===== src/rtl/core/contrast_stretch_assert.svh =====
// Assertion macros shared by the contrast stretch RTL.
// Included by modules that carry concurrent checks; needs no package.
`ifndef CONTRAST_STRETCH_ASSERT_SVH
`define CONTRAST_STRETCH_ASSERT_SVH
`ifndef SYNTHESIS
// Same-cycle implication.
`define CS_ASSERT_IMPL(lbl, clk, rst, ante, cons) \
   lbl: assert property (@(posedge clk) disable iff (rst) (ante) |-> (cons)) \
      else $error("assertion failed");
// Next-cycle implication.
`define CS_ASSERT_NEXT(lbl, clk, rst, ante, cons) \
   lbl: assert property (@(posedge clk) disable iff (rst) (ante) |=> (cons)) \
      else $error("assertion failed");
`else
`define CS_ASSERT_IMPL(lbl, clk, rst, ante, cons)
`define CS_ASSERT_NEXT(lbl, clk, rst, ante, cons)
`endif
`endif


===== src/rtl/core/cs_pkg.sv =====
// Package for the contrast stretch block: widths, lane count, codes, payload types.
// No dependencies; used by every other file of the block except the assertion header.
`timescale 1ns / 1ps

package cs_pkg;

   localparam int PIX_W       = 8;
   localparam int PIX_FIELDS  = 4;
   localparam int LANES       = 4;
   // lanes that take part, clipped to the packed group
   localparam int ACTIVE_LANES = (LANES < 1) ? 1 : ((LANES > PIX_FIELDS) ? PIX_FIELDS : LANES);
   localparam int GAIN_W      = 16;
   localparam logic [GAIN_W-1:0] GAIN_NUM = GAIN_W'(255 << 8);
   localparam int DIV_STEPS   = GAIN_W;
   localparam int DIV_CNT_W   = $clog2(DIV_STEPS);
   localparam logic [PIX_W-1:0] PIX_MAX = '1;

   localparam logic ACT_MEASURE = 1'b0;
   localparam logic ACT_SCALE   = 1'b1;
   localparam logic KIND_REPORT = 1'b0;
   localparam logic KIND_SCALE  = 1'b1;

   typedef struct packed {
      logic             action;
      logic [PIX_W-1:0] pixel_a;
      logic [PIX_W-1:0] pixel_b;
      logic [PIX_W-1:0] pixel_c;
      logic [PIX_W-1:0] pixel_d;
      logic             frame_start;
      logic             frame_end;
   } req_payload_type;

   typedef struct packed {
      logic             kind;
      logic [PIX_W-1:0] scaled_a;
      logic [PIX_W-1:0] scaled_b;
      logic [PIX_W-1:0] scaled_c;
      logic [PIX_W-1:0] scaled_d;
      logic [PIX_W-1:0] frame_min;
      logic [PIX_W-1:0] frame_max;
   } rsp_payload_type;

   typedef struct packed {
      logic busy;
      logic done;
   } div_status_type;

endpackage


===== src/rtl/core/cs_if.sv =====
// Valid/ready channel interfaces for the request and response sides.
// Depends on cs_pkg for the payload types.
`timescale 1ns / 1ps

interface cs_req_if import cs_pkg::*; ();
   logic            valid;
   logic            ready;
   req_payload_type payload;

   modport source (output valid, output payload, input ready);
   modport sink   (input valid, input payload, output ready);
endinterface

interface cs_rsp_if import cs_pkg::*; ();
   logic            valid;
   logic            ready;
   rsp_payload_type payload;

   modport source (output valid, output payload, input ready);
   modport sink   (input valid, input payload, output ready);
endinterface


===== src/rtl/core/cs_lane.sv =====
// One stretch lane: clamped difference, gain multiply, registered, then saturate.
// Depends on cs_pkg.
`timescale 1ns / 1ps

module cs_lane import cs_pkg::*; (
   input  logic              clock,
   input  logic              load,
   input  logic [PIX_W-1:0]  pixel,
   input  logic [PIX_W-1:0]  run_min,
   input  logic [GAIN_W-1:0] gain,
   output logic [PIX_W-1:0]  scaled
);

   logic [PIX_W-1:0]        diff;
   logic [GAIN_W+PIX_W-1:0] product;
   logic [GAIN_W-1:0]       prod_ff;
   logic [GAIN_W-1:0]       prod_in;

   // drop pixels at or below the minimum to zero
   assign diff    = (pixel > run_min) ? (pixel - run_min) : '0;
   assign product = (GAIN_W+PIX_W)'(gain) * (GAIN_W+PIX_W)'(diff);
   assign prod_in = product[GAIN_W+PIX_W-1:PIX_W];

   always_ff @(posedge clock) begin
      if (load) begin
         prod_ff <= prod_in;
      end
   end

   assign scaled = (prod_ff > GAIN_W'(PIX_MAX)) ? PIX_MAX : prod_ff[PIX_W-1:0];

endmodule


===== src/rtl/core/cs_merge.sv =====
// Merging stage: folds the active lanes' pixels into the running min and max.
// Depends on cs_pkg.
`timescale 1ns / 1ps

module cs_merge import cs_pkg::*; (
   input  logic [PIX_W-1:0] pixels [ACTIVE_LANES],
   input  logic [PIX_W-1:0] run_min,
   input  logic [PIX_W-1:0] run_max,
   input  logic             restart,
   output logic [PIX_W-1:0] new_min,
   output logic [PIX_W-1:0] new_max
);

   always_comb begin
      logic [PIX_W-1:0] lo;
      logic [PIX_W-1:0] hi;
      lo = restart ? PIX_MAX : run_min;
      hi = restart ? '0 : run_max;
      for (int i = 0; i < ACTIVE_LANES; i++) begin
         if (pixels[i] < lo) lo = pixels[i];
         if (pixels[i] > hi) hi = pixels[i];
      end
      new_min = lo;
      new_max = hi;
   end

endmodule


===== src/rtl/core/cs_div.sv =====
// Restoring divider for the gain: constant numerator over an 8-bit span, one bit per cycle.
// Depends on cs_pkg.
`timescale 1ns / 1ps

module cs_div import cs_pkg::*; (
   input  logic              clock,
   input  logic              reset,
   input  logic              start,
   input  logic [PIX_W-1:0]  divisor,
   output div_status_type    status,
   output logic [GAIN_W-1:0] quotient
);

   logic                 busy_ff, busy_in;
   logic                 done_ff, done_in;
   logic [DIV_CNT_W-1:0] cnt_ff, cnt_in;
   logic [GAIN_W-1:0]    quo_ff, quo_in;
   logic [PIX_W-1:0]     rem_ff, rem_in;
   logic [PIX_W-1:0]     dvs_ff, dvs_in;
   logic [PIX_W:0]       rem_sh;

   assign rem_sh = {rem_ff, quo_ff[GAIN_W-1]};

   always_comb begin
      busy_in = busy_ff;
      done_in = 1'b0;
      cnt_in  = cnt_ff;
      quo_in  = quo_ff;
      rem_in  = rem_ff;
      dvs_in  = dvs_ff;
      if (start) begin
         busy_in = 1'b1;
         cnt_in  = '0;
         quo_in  = GAIN_NUM;
         rem_in  = '0;
         dvs_in  = divisor;
      end else if (busy_ff) begin
         // shift in the next numerator bit, subtract when it fits
         if (rem_sh >= {1'b0, dvs_ff}) begin
            rem_in = PIX_W'(rem_sh - {1'b0, dvs_ff});
            quo_in = {quo_ff[GAIN_W-2:0], 1'b1};
         end else begin
            rem_in = rem_sh[PIX_W-1:0];
            quo_in = {quo_ff[GAIN_W-2:0], 1'b0};
         end
         cnt_in = cnt_ff + 1'b1;
         if (cnt_ff == DIV_CNT_W'(DIV_STEPS - 1)) begin
            busy_in = 1'b0;
            done_in = 1'b1;
         end
      end
   end

   always_ff @(posedge clock) begin
      if (reset) begin
         busy_ff <= 1'b0;
         done_ff <= 1'b0;
         cnt_ff  <= '0;
      end else begin
         busy_ff <= busy_in;
         done_ff <= done_in;
         cnt_ff  <= cnt_in;
      end
      quo_ff <= quo_in;
      rem_ff <= rem_in;
      dvs_ff <= dvs_in;
   end

   assign status.busy = busy_ff;
   assign status.done = done_ff;
   assign quotient    = quo_ff;

endmodule


===== src/rtl/core/contrast_stretch.sv =====
// contrast_stretch: min/max contrast stretch on four packed 8-bit pixels per transaction.
// Measure transaction without frame end: updates the running min/max, one per cycle while idle, no response.
// Scale transaction: lane results registered on acceptance, response registered in ST_EMIT once output is free.
// Frame-end measure: restoring divide for the gain in ST_DIV, then the report is registered in ST_EMIT.
// A flat frame skips the divide (gain 0) and goes straight to ST_EMIT.
// Synchronous reset: min 255, max 0, gain 0, no response pending.
`timescale 1ns / 1ps
`include "contrast_stretch_assert.svh"

module contrast_stretch import cs_pkg::*; (
   input  logic     clock,
   input  logic     reset,
   cs_req_if.sink   req_chan,
   cs_rsp_if.source rsp_chan
);

   typedef enum logic [1:0] {
      ST_IDLE,
      ST_DIV,
      ST_EMIT
   } state_type;

   state_type         state_ff;
   logic [PIX_W-1:0]  run_min_ff;
   logic [PIX_W-1:0]  run_max_ff;
   logic [GAIN_W-1:0] gain_ff;
   logic              pend_kind_ff;
   logic              rsp_valid_ff;
   rsp_payload_type   rsp_data_ff;

   req_payload_type   req;
   logic              accept;
   logic              is_measure;
   logic              out_free;
   logic [PIX_W-1:0]  req_pix [PIX_FIELDS];
   logic [PIX_W-1:0]  act_pix [ACTIVE_LANES];
   logic [PIX_W-1:0]  lane_out [PIX_FIELDS];
   logic [PIX_W-1:0]  mrg_min;
   logic [PIX_W-1:0]  mrg_max;
   logic              div_start;
   logic [PIX_W-1:0]  div_divisor;
   div_status_type    div_stat;
   logic [GAIN_W-1:0] div_quo;
   logic              lane_load;
   rsp_payload_type   emit_data;

   // Input side: take a transaction only when no earlier one is still at work.
   assign req            = req_chan.payload;
   assign req_chan.ready = (state_ff == ST_IDLE);
   assign accept         = req_chan.valid && req_chan.ready;
   assign is_measure     = (req.action == ACT_MEASURE);

   assign req_pix[0] = req.pixel_a;
   assign req_pix[1] = req.pixel_b;
   assign req_pix[2] = req.pixel_c;
   assign req_pix[3] = req.pixel_d;

   // Lanes: one stretch unit per active pixel; unused lanes read as zero.
   assign lane_load = accept && !is_measure;

   for (genvar i = 0; i < PIX_FIELDS; i++) begin : g_lane
      if (i < ACTIVE_LANES) begin : g_on
         assign act_pix[i] = req_pix[i];
         cs_lane u_lane (
            .clock   (clock),
            .load    (lane_load),
            .pixel   (req_pix[i]),
            .run_min (run_min_ff),
            .gain    (gain_ff),
            .scaled  (lane_out[i])
         );
      end else begin : g_off
         assign lane_out[i] = '0;
      end
   end

   // Merge the lanes' pixels into the running extremes.
   cs_merge u_merge (
      .pixels  (act_pix),
      .run_min (run_min_ff),
      .run_max (run_max_ff),
      .restart (req.frame_start),
      .new_min (mrg_min),
      .new_max (mrg_max)
   );

   // Gain divide starts on an accepted frame-end measure whose span is nonzero.
   assign div_divisor = mrg_max - mrg_min;
   assign div_start   = accept && is_measure && req.frame_end && (mrg_max > mrg_min);

   cs_div u_div (
      .clock    (clock),
      .reset    (reset),
      .start    (div_start),
      .divisor  (div_divisor),
      .status   (div_stat),
      .quotient (div_quo)
   );

   // Response assembly: a report carries zero pixels.
   always_comb begin
      emit_data.kind      = pend_kind_ff;
      emit_data.scaled_a  = (pend_kind_ff == KIND_SCALE) ? lane_out[0] : '0;
      emit_data.scaled_b  = (pend_kind_ff == KIND_SCALE) ? lane_out[1] : '0;
      emit_data.scaled_c  = (pend_kind_ff == KIND_SCALE) ? lane_out[2] : '0;
      emit_data.scaled_d  = (pend_kind_ff == KIND_SCALE) ? lane_out[3] : '0;
      emit_data.frame_min = run_min_ff;
      emit_data.frame_max = run_max_ff;
   end

   // Output register is free when empty or being drained this cycle.
   assign out_free = !rsp_valid_ff || rsp_chan.ready;

   always_ff @(posedge clock) begin
      if (reset) begin
         state_ff     <= ST_IDLE;
         run_min_ff   <= PIX_MAX;
         run_max_ff   <= '0;
         gain_ff      <= '0;
         pend_kind_ff <= KIND_REPORT;
         rsp_valid_ff <= 1'b0;
      end else begin
         // drop the held response once taken, unless a new one replaces it
         if (rsp_valid_ff && rsp_chan.ready && (state_ff != ST_EMIT)) begin
            rsp_valid_ff <= 1'b0;
         end
         case (state_ff)
            ST_IDLE: begin
               if (accept) begin
                  if (is_measure) begin
                     run_min_ff <= mrg_min;
                     run_max_ff <= mrg_max;
                     if (req.frame_end) begin
                        pend_kind_ff <= KIND_REPORT;
                        if (mrg_max > mrg_min) begin
                           state_ff <= ST_DIV;
                        end else begin
                           // flat frame: no divide, gain is zero
                           gain_ff  <= '0;
                           state_ff <= ST_EMIT;
                        end
                     end
                  end else begin
                     pend_kind_ff <= KIND_SCALE;
                     state_ff     <= ST_EMIT;
                  end
               end
            end
            ST_DIV: begin
               if (div_stat.done) begin
                  gain_ff  <= div_quo;
                  state_ff <= ST_EMIT;
               end
            end
            ST_EMIT: begin
               // hold until the output register can take the response
               if (out_free) begin
                  rsp_valid_ff <= 1'b1;
                  state_ff     <= ST_IDLE;
               end
            end
            default: begin
               state_ff <= ST_IDLE;
            end
         endcase
      end
      if (state_ff == ST_EMIT && out_free) begin
         rsp_data_ff <= emit_data;
      end
   end

   assign rsp_chan.valid   = rsp_valid_ff;
   assign rsp_chan.payload = rsp_data_ff;

   // Checks
   `CS_ASSERT_IMPL(a_div_span_nonzero, clock, reset, div_start, div_divisor != '0)
   `CS_ASSERT_NEXT(a_min_held_busy, clock, reset, state_ff != ST_IDLE, $stable(run_min_ff))
   `CS_ASSERT_NEXT(a_max_held_busy, clock, reset, state_ff != ST_IDLE, $stable(run_max_ff))
   `CS_ASSERT_IMPL(a_div_only_in_div, clock, reset, div_stat.done, state_ff == ST_DIV)
   `CS_ASSERT_IMPL(a_report_zero_pix, clock, reset, rsp_valid_ff && (rsp_data_ff.kind == KIND_REPORT), (rsp_data_ff.scaled_a == '0) && (rsp_data_ff.scaled_d == '0))

endmodule

===== src/flat_wrapper.sv =====
// flat-port wrapper written by rule: the top's interface ports become plain ports
module contrast_stretch_flat import cs_pkg::*;
  (clock, reset, req_chan_valid, req_chan_payload, req_chan_ready, rsp_chan_valid, rsp_chan_payload, rsp_chan_ready);
  cs_req_if req_chan_i ();
  cs_rsp_if rsp_chan_i ();
  input  logic clock;
  input  logic reset;
  input wire logic [$bits(req_chan_i.valid)-1:0] req_chan_valid;
  input wire logic [$bits(req_chan_i.payload)-1:0] req_chan_payload;
  output wire logic [$bits(req_chan_i.ready)-1:0] req_chan_ready;
  output wire logic [$bits(rsp_chan_i.valid)-1:0] rsp_chan_valid;
  output wire logic [$bits(rsp_chan_i.payload)-1:0] rsp_chan_payload;
  input wire logic [$bits(rsp_chan_i.ready)-1:0] rsp_chan_ready;
  assign req_chan_i.valid = req_chan_valid;
  assign req_chan_i.payload = req_chan_payload;
  assign req_chan_ready = req_chan_i.ready;
  assign rsp_chan_valid = rsp_chan_i.valid;
  assign rsp_chan_payload = rsp_chan_i.payload;
  assign rsp_chan_i.ready = rsp_chan_ready;
  contrast_stretch u_core (.clock(clock), .reset(reset), .req_chan(req_chan_i), .rsp_chan(rsp_chan_i));
endmodule

===== config.mk =====
export PLATFORM = sky130hd
export DESIGN_NAME = contrast_stretch_flat
export DESIGN_NICKNAME = d
export VERILOG_FILES = /design/src/rtl/core/cs_pkg.sv /design/src/rtl/core/cs_if.sv /design/src/rtl/core/cs_lane.sv /design/src/rtl/core/cs_merge.sv /design/src/rtl/core/cs_div.sv /design/src/rtl/core/contrast_stretch.sv /design/src/flat_wrapper.sv
export VERILOG_INCLUDE_DIRS = /design/src /design/src/rtl/core
export SDC_FILE = /design/constraint.sdc
export NUM_CORES = 2
export LEC_CHECK = 0
export ABC_CLOCK_PERIOD_IN_PS = 11500
export BUFFER_PORTS_ARGS = -buffer_cell sky130_fd_sc_hd__buf_4
export CELL_PAD_IN_SITES_DETAIL_PLACEMENT = 1
export CELL_PAD_IN_SITES_GLOBAL_PLACEMENT = 2
export CORE_MARGIN = 2
export CORE_UTILIZATION = 30
export CTS_CLUSTER_SIZE = 10
export DETAILED_ROUTE_END_ITERATION = 6
export GPL_TIMING_DRIVEN = 0
export PLACE_DENSITY_LB_ADDON = 0.1
export SYNTH_ARGS = -nofsm -noshare
export SYNTH_HDL_FRONTEND = slang
export SYNTH_SLANG_ARGS = --single-unit
export TNS_END_PERCENT = 10

===== constraint.sdc =====
create_clock -name clock -period 11.5 [get_ports clock]
set_input_delay 0 -clock clock [delete_from_list [all_inputs] [get_ports clock]]
set_output_delay 0 -clock clock [all_outputs]
set_load 0.01 [all_outputs]

# ---- Word-level counts from Yosys, hierarchy flattened
# Index checks and enable logic that the tools add are counted.
dict set report classes {
  n_mux 42
  n_mul 4
  n_reduce_logical 19
  n_shift 0
  n_eq_ne 11
  addsub 7
  n_div 0
  order_cmp 18
  n_bitwise 2
}
# cell n
set op_table {}
lappend op_table {{two-way mux 8 bit} 19}
lappend op_table {{multiplier 16 x 8 -> 24 bit} 4}
lappend op_table {{two-way mux 16 bit} 5}
lappend op_table {{> comparator 8 bit} 9}
lappend op_table {{> comparator 16 x 8 -> 1 bit (second input constant)} 4}
lappend op_table {{subtractor 8 bit} 6}
lappend op_table {{< comparator 8 bit} 4}
lappend op_table {{one-hot mux 16 bit (2 select lines)} 1}
lappend op_table {{two-way mux 2 bit} 6}
lappend op_table {{!= test 2 bit (second input constant)} 6}
lappend op_table {{two-way mux 1 bit} 10}
lappend op_table {{>= comparator 9 x 8 -> 1 bit} 1}
lappend op_table {{logical AND 1 bit} 8}
lappend op_table {{one-hot mux 2 bit (3 select lines)} 1}
lappend op_table {{AND reduction 3 bit} 2}
lappend op_table {{AND reduction 6 bit} 1}
lappend op_table {{adder 4 x 1 -> 4 bit (second input constant)} 1}
lappend op_table {{== test 4 bit (second input constant)} 1}
lappend op_table {{AND reduction 4 bit} 1}
lappend op_table {{nonzero test 2 bit} 2}
lappend op_table {{!= test 3 bit (second input constant)} 1}
lappend op_table {{OR reduction 3 bit} 1}
lappend op_table {{== test 2 x 1 -> 1 bit (second input constant)} 1}
lappend op_table {{== test 2 bit (second input constant)} 1}
lappend op_table {{6 further kinds} 7}
dict set report word_totals {
  latch_bits 0
  n_memories 0
  rom_bits 0
  reg_bits 187
  wordCells 126
  inputBits 39
  output_inout_bits 51
  ram_bits 0
}

# ---- Longest topological paths before layout
dict set report logic_depth {
  word_depth 15
  mapped_depth 52
  mapped_depth_nobuf 48
}

# ---- Modules after synthesis
# Synthesis repeated with hierarchy kept, for this count alone.
dict set report unflattened {
  hier_cells 3212
  area_unflattened_um2 29091.7
}
# module instances cells_per_inst seq_area_each_um2 area_per_inst_um2
set modules_own_cells {}
lappend modules_own_cells {{cs_lane at u_core.g_lane[0].g_on.u_lane ...} 2 546 480.5 5027.3}
lappend modules_own_cells {{cs_lane at u_core.g_lane[2].g_on.u_lane} 1 652 480.5 5590.4}
lappend modules_own_cells {{cs_lane at u_core.g_lane[3].g_on.u_lane} 1 626 480.5 5477.8}
lappend modules_own_cells {contrast_stretch 1 299 2192.1 3578.4}
lappend modules_own_cells {cs_merge 1 353 0.0 2493.6}
lappend modules_own_cells {cs_div 1 190 840.8 1896.8}

# ---- Worst setup path after synthesis
# OpenSTA, ideal clock, no wires.
dict set report synth_timing {
  path_type {reg2reg}
  startpoint {register u_core.run_max_ff[1]}
  endpoint {register u_core.u_div.dvs_ff[0], enable pin}
  stages_incl_launch_ff 48
  arrival_time_ns 8.750
  required_ns 11.198
  path_buffers 4
  setup_ns 0.302
  synth_period_minus_slack_ns 9.051
  setup_slack_ns 2.449
  cell_sequence {dfxtp_1 > nor2b_1 > inv_1 > ha_1 > nor2b_1 > o211a_1 > o21ai_2 > nand2_2 > clkbuf_1 > o21ai_0 > inv_1 > ha_1 > and4_1 > nand2_1 > a2111oi_0 > a211oi_1 > o21ai_1 > nor2_2 > (+12 left out) > a21oi_1 > ha_1 > a21o_1 > a21o_1 > a21oi_1 > nand2_1 > a41oi_1 > nor2_4 > mux2i_1 > ha_1 > clkbuf_1 > a21oi_1 > o21bai_1 > a21oi_1 > nor2b_1 > a2111o_1 > inv_2 > buf_6}
}
dict set report synth_between {
  elab_chain_len 11
}
# element line_no
set synth_lines {}
lappend synth_lines {{start: declaration} contrast_stretch.sv:25} ;# logic [PIX_W-1:0] run_max_ff;
lappend synth_lines {{start signal: assignment} contrast_stretch.sv:132} ;# run_max_ff <= mrg_max;
lappend synth_lines {{two-way mux 8 bit (*)} cs_merge.sv:18} ;# hi = restart ? '0 : run_max;
lappend synth_lines {{> comparator 8 bit} cs_merge.sv:21} ;# if (pixels[i] > hi) hi = pixels[i];
lappend synth_lines {{two-way mux 8 bit (*)} cs_merge.sv:21}
lappend synth_lines {{> comparator 8 bit} cs_merge.sv:21}
lappend synth_lines {{two-way mux 8 bit (*)} cs_merge.sv:21}
lappend synth_lines {{> comparator 8 bit} cs_merge.sv:21}
lappend synth_lines {{two-way mux 8 bit (*)} cs_merge.sv:21}
lappend synth_lines {{> comparator 8 bit} cs_merge.sv:21}
lappend synth_lines {{two-way mux 8 bit (*)} cs_merge.sv:21}
lappend synth_lines {{via u_core.mrg_max[5]} contrast_stretch.sv:39} ;# logic [PIX_W-1:0] mrg_max;
lappend synth_lines {{> comparator 8 bit (*)} contrast_stretch.sv:89} ;# assign div_start = accept && is_measure && req.frame_end && (mrg_max > mrg_min);
lappend synth_lines {{logical AND 1 bit (*)} contrast_stretch.sv:89}
lappend synth_lines {{via u_core.div_start} contrast_stretch.sv:40} ;# logic div_start;
lappend synth_lines {{end signal: assignment} cs_div.sv:66} ;# dvs_ff <= dvs_in;
lappend synth_lines {{end: declaration} cs_div.sv:19} ;# logic [PIX_W-1:0] dvs_ff, dvs_in;
# The timed path passes the listed nets; every way through them passes the cells marked *.
# A chain may end at the register's enable or synchronous reset.

# ---- Worst setup path after layout
dict set report layout_timing {
  startpoint {register u_core.run_max_ff[2]}
  endpoint {register u_core.state_ff[1]}
}
dict set report layout_between {
  elab_chain_len 15
}
# element line_no
set layout_lines {}
lappend layout_lines {{two-way mux 8 bit (*)} cs_merge.sv:18}
lappend layout_lines {{> comparator 8 bit} cs_merge.sv:21}
lappend layout_lines {{two-way mux 8 bit (*)} cs_merge.sv:21}
lappend layout_lines {{> comparator 8 bit} cs_merge.sv:21}
lappend layout_lines {{two-way mux 8 bit (*)} cs_merge.sv:21}
lappend layout_lines {{> comparator 8 bit} cs_merge.sv:21}
lappend layout_lines {{two-way mux 8 bit (*)} cs_merge.sv:21}
lappend layout_lines {{> comparator 8 bit} cs_merge.sv:21}
lappend layout_lines {{two-way mux 8 bit (*)} cs_merge.sv:21}
lappend layout_lines {{> comparator 8 bit (*)} contrast_stretch.sv:135} ;# if (mrg_max > mrg_min) begin
lappend layout_lines {{two-way mux 2 bit (*)} contrast_stretch.sv:135}
lappend layout_lines {{two-way mux 2 bit (*)} contrast_stretch.sv:133} ;# if (req.frame_end) begin
lappend layout_lines {{two-way mux 2 bit (*)} contrast_stretch.sv:130} ;# if (is_measure) begin
lappend layout_lines {{two-way mux 2 bit (*)} contrast_stretch.sv:129} ;# if (accept) begin
lappend layout_lines {{one-hot mux 2 bit (3 select lines) (*)} contrast_stretch.sv:127} ;# case (state_ff)
lappend layout_lines {{end signal: assignment} contrast_stretch.sv:136} ;# state_ff <= ST_DIV;
lappend layout_lines {{end signal: assignment} contrast_stretch.sv:140} ;# state_ff <= ST_EMIT;
lappend layout_lines {{end signal: assignment} contrast_stretch.sv:145} ;# state_ff <= ST_EMIT;
lappend layout_lines {{end: declaration} contrast_stretch.sv:23} ;# state_type state_ff;
# Every way passes the cells marked *; elsewhere a longest branch is shown, timed or not. The select of a mux whose other input is x is not followed.

==> metrics.txt <==
result of the run completed; hpwl dp 72400 um; I/O pin count 90; DRC marker count from the first detailed-route iteration about 820; count of flip-flops with a built-in enable after synthesis between 100 and 150; wire length of the first global-routing pass ~140000 um; critical path capture point type flop; Avg Cell Area, Syn between 9 and 10 um^2; Crit Path Category flop to flop; leakage dissipation 11.9 nW; via count of the first global-routing pass 22500; Vias roughly 20000; area of the die between 80000 and 90000 um^2; sequential fraction of the synthesis area 0.198; Max stage delay on crit path between 500 and 600 ps; clk sink count between 150 and 200; slowest cell on the critical path sky130_fd_sc_hd__dlygate4sd3_1; final wirelength 87600 um; commonest cells after routing, fill and taps aside sky130_fd_sc_hd__inv_1 (401), sky130_fd_sc_hd__nand2_1 (375), sky130_fd_sc_hd__fa_1 (337); share of layout cells above drive strength 1 0.0642; Rel. slew slack 0.154; clock tree from TritonCTS done; Via-to-Cell Ratio approximately 5; Synth cell types between 70 and 80; commonest non-fill, non-tap cell in the layout sky130_fd_sc_hd__inv_1; Root Buffer sky130_fd_sc_hd__clkbuf_16; setup fix buffers added after clock tree synthesis 0; VDD IR max approximately 0.12 mV; Yosys warnings 0; max-cap viol count 0; Antenna Violating Nets Remaining 0; maximum operating frequency about 95 MHz; minimum clock period after layout roughly 11000 ps; final max-slew violation count 0; Hold WC Path Type primary input to flop; register-to-register setup slack ~950 ps; hold endpoint u_core.run_max_ff[0]$_SDFFE_PP0P_; reg2reg end u_core.state_ff[1]$_SDFFE_PP0P_; effective utilization at floorplan 0.301; most used flip-flop cell after synthesis sky130_fd_sc_hd__edfxtp_1; source-to-sink clock delay at the later pin of the worst-skew pair 530 ps; number of buffers added on ports 87; PD cells a little over 100 nW/um^2; FFs w/ async S/R, synth 0; Congestion Overflow GR 0; total number of nets in the final design 3528; Required @ worst endpoint around 12000 ps; final routed wire length divided by cell count around 22 um; final hold vios 0; maximum clock skew at final layout roughly 30 ps; total track usage 0.212; number of buffers on the longest clock path 2; clock-pin transition on the worst setup and hold timing paths around 100 ps; cell with the most instances on the worst path sky130_fd_sc_hd__ha_1; core area slightly above 80000 um^2; initial antenna violation count 1; Area growth syn-to-layout 11.4%; cells on worst reg2reg path between 40 and 50; H-tree levels 4; setup repair after global routing missed its margin no; # DRC 0; Num CTS Buffers 17; synthesized instance count roughly 2800; final cycle utilization of the critical path 0.917; chip height between 200 and 300 um; final worst setup slack around 950 ps; launching element type of the critical path flop; actual slew at the worst max-slew pin 1270 ps; post-synthesis instance area approximately 25000 um^2; weighted congestion at the end of routability-driven global placement about 0.86; critical path peak fanout 10; Worst Hold Depth 5; first-pass iteration count of the detailed router 5; flip-flop and latch count after synthesis 187; number of standard-cell rows in the floorplan roughly 110; Die Span X 293 um; beginning of the worst register-to-register path u_core.run_max_ff[2]$_SDFFE_PP0P_; count of final setup violators 0; post-placement setup slack roughly 110 ps; pin count of the biggest net entering global routing 56; worst hold path startpoint req_chan_payload[2]; Crit path arrival time approximately 11000 ps; Net Count, Synth 3408; Total Negative Setup Slacks 0 ps
kinds of logic after synthesis:
group                      after synthesis  synth area share
AOI/OAI and AO/OA                      341            0.0922
buffers and inverters                  535            0.0812
xor gates and xnor gates                87            0.0304
and+or+nand+nor                        948             0.170
adders and majority gates              606             0.403
DFF                                    187             0.198
muxes                                   60            0.0252
cell type report:
type                            instances  area [um^2]
Fill cell                            9620        55200
Multi-Input combinational cell       2042        18100
Sequential cell                       187         4950
Inverter                              405         1520
Tap cell                             1080         1350
Timing Repair Buffer                  101          838
Buffer                                130          517
Clock buffer                           18          439
Clock inverter                         14          174
Antenna cell                            1         2.50
worst max-delay path: cells and delay by family, from the launching register on:
| family | cells | cell delay, ps |
|---|---|---|
| buffers and inverters | 7 | 1380 |
| adder cells (fa/ha/maj) | 6 | 1560 |
| flip-flops | 1 | 360 |
| AO/OA/AOI/OAI | 18 | 3620 |
| AND/OR/NAND/NOR | 14 | 2870 |
| multiplexers | 2 | 680 |
cell usage after synthesis, types with 5 or more instances:
master | number | area share
sky130_fd_sc_hd__and2_1 | 6 | 0.0015
sky130_fd_sc_hd__nand2_1 | 375 | 0.056
sky130_fd_sc_hd__a21oi_1 | 87 | 0.017
sky130_fd_sc_hd__nor4_1 | 12 | 0.0030
sky130_fd_sc_hd__nand4_1 | 16 | 0.0040
sky130_fd_sc_hd__and3_1 | 7 | 0.0017
sky130_fd_sc_hd__clkbuf_1 | 113 | 0.017
sky130_fd_sc_hd__a211o_1 | 5 | 0.0017
sky130_fd_sc_hd__dfxtp_1 | 66 | 0.053
sky130_fd_sc_hd__a21o_1 | 36 | 0.011
sky130_fd_sc_hd__o21ai_1 | 5 | 0.0010
sky130_fd_sc_hd__a211oi_1 | 19 | 0.0057
sky130_fd_sc_hd__xor2_1 | 28 | 0.0098
sky130_fd_sc_hd__nor3_1 | 269 | 0.054
sky130_fd_sc_hd__ha_1 | 268 | 0.13
sky130_fd_sc_hd__o21ai_0 | 48 | 0.0096
sky130_fd_sc_hd__edfxtp_1 | 121 | 0.14
sky130_fd_sc_hd__nor2_1 | 162 | 0.024
sky130_fd_sc_hd__buf_1 | 11 | 0.0016
sky130_fd_sc_hd__o21bai_1 | 19 | 0.0057
sky130_fd_sc_hd__or2_2 | 8 | 0.0020
sky130_fd_sc_hd__o21a_1 | 48 | 0.014
sky130_fd_sc_hd__nor2b_1 | 21 | 0.0052
sky130_fd_sc_hd__xnor2_1 | 59 | 0.021
sky130_fd_sc_hd__mux2i_1 | 36 | 0.014
sky130_fd_sc_hd__o211ai_1 | 16 | 0.0048
sky130_fd_sc_hd__nand3_1 | 23 | 0.0046
sky130_fd_sc_hd__mux2_2 | 24 | 0.011
sky130_fd_sc_hd__fa_1 | 337 | 0.27
sky130_fd_sc_hd__inv_1 | 401 | 0.060
sky130_fd_sc_hd__or3_1 | 12 | 0.0030
sky130_fd_sc_hd__nand2b_1 | 17 | 0.0042
flip-flops by register name, indices dropped and copies added (netlist names):
name	count
u_core.g_lane.g_on.u_lane.prod_ff	64
u_core.rsp_chan.payload	49
u_core.gain_ff	16
u_core.u_div.quotient	16
u_core.run_max_ff	8
u_core.run_min_ff	8
u_core.u_div.dvs_ff	8
u_core.u_div.rem_ff	8
u_core.u_div.cnt_ff	4
u_core.state_ff	2
u_core.pend_kind_ff	1
u_core.rsp_chan.valid	1
u_core.u_div.busy_ff	1
u_core.u_div.done_ff	1
per-layer routing:
metal / vias up / global-route usage / part of all wire / wire length, um
met5: - / 0 / 0 / 0
met1: 10200 / 0.286 / 0.47 / 41300
met4: 0 / 0.0605 / 0.023 / 2000
met2: 276 / 0.357 / 0.48 / 42100
met3: 90 / 0.0250 / 0.025 / 2230
li1: 9404 / - / - / -
power by group:
| part | total (W) | leakage [nW] | internal (W) | switching, W |
|---|---|---|---|---|
| logic | 0.00131 | 9.93 | 0.000451 | 0.000859 |
| clock network | 0.000643 | 0.299 | 0.000316 | 0.000327 |
| registers | 0.000886 | 1.68 | 0.000830 | 0.0000569 |
worst max path at each step:
| stage | start | endpoint | slack, ps | depth (start not counted) |
|---|---|---|---|---|
| after global routing | u_core.run_max_ff[2]$_SDFFE_PP0P_ | u_core.state_ff[1]$_SDFFE_PP0P_ | 60 | 48 |
| after detailed placement | u_core.run_max_ff[1]$_SDFFE_PP0P_ | u_core.u_div.dvs_ff[6]$_DFFE_PP_ | 110 | 46 |
| after CTS | u_core.run_max_ff[1]$_SDFFE_PP0P_ | u_core.u_div.dvs_ff[6]$_DFFE_PP_ | 0.5 | 46 |
| final | u_core.run_max_ff[2]$_SDFFE_PP0P_ | u_core.state_ff[1]$_SDFFE_PP0P_ | 950 | 47 |
| after global placement | u_core.run_max_ff[1]$_SDFFE_PP0P_ | u_core.u_div.dvs_ff[6]$_DFFE_PP_ | 340 | 46 |
| after floorplan | u_core.run_max_ff[1]$_SDFFE_PP0P_ | u_core.u_div.dvs_ff[0]$_DFFE_PP_ | 2450 | 47 |
metrics by stage:
stage | cells | power [W] | cell area [um^2] | utilization | hold WS [ps]
2_1_floorplan | 2764 | 0.00173 | 25100 | - | 178
3_3_place_gp | 3931 | 0.00216 | 27100 | 0.326 | 273
3_5_place_dp | 3934 | 0.00220 | 27200 | 0.327 | 293
4_1_cts | 3977 | 0.00288 | 27900 | 0.335 | 4.37
5_1_grt | 3977 | 0.00304 | 27900 | 0.336 | 5.68
6_report | 3978 | 0.00284 | 27900 | 0.336 | 2.08
repair_timing:
action,in CTS,in global routing
endpoints found under the hold margin,28,0
hold buffers,11,0
endpoints found under the setup margin,0,60
gates resized for setup,0,16
No activity file was read; power rests on OpenSTA's default activity.
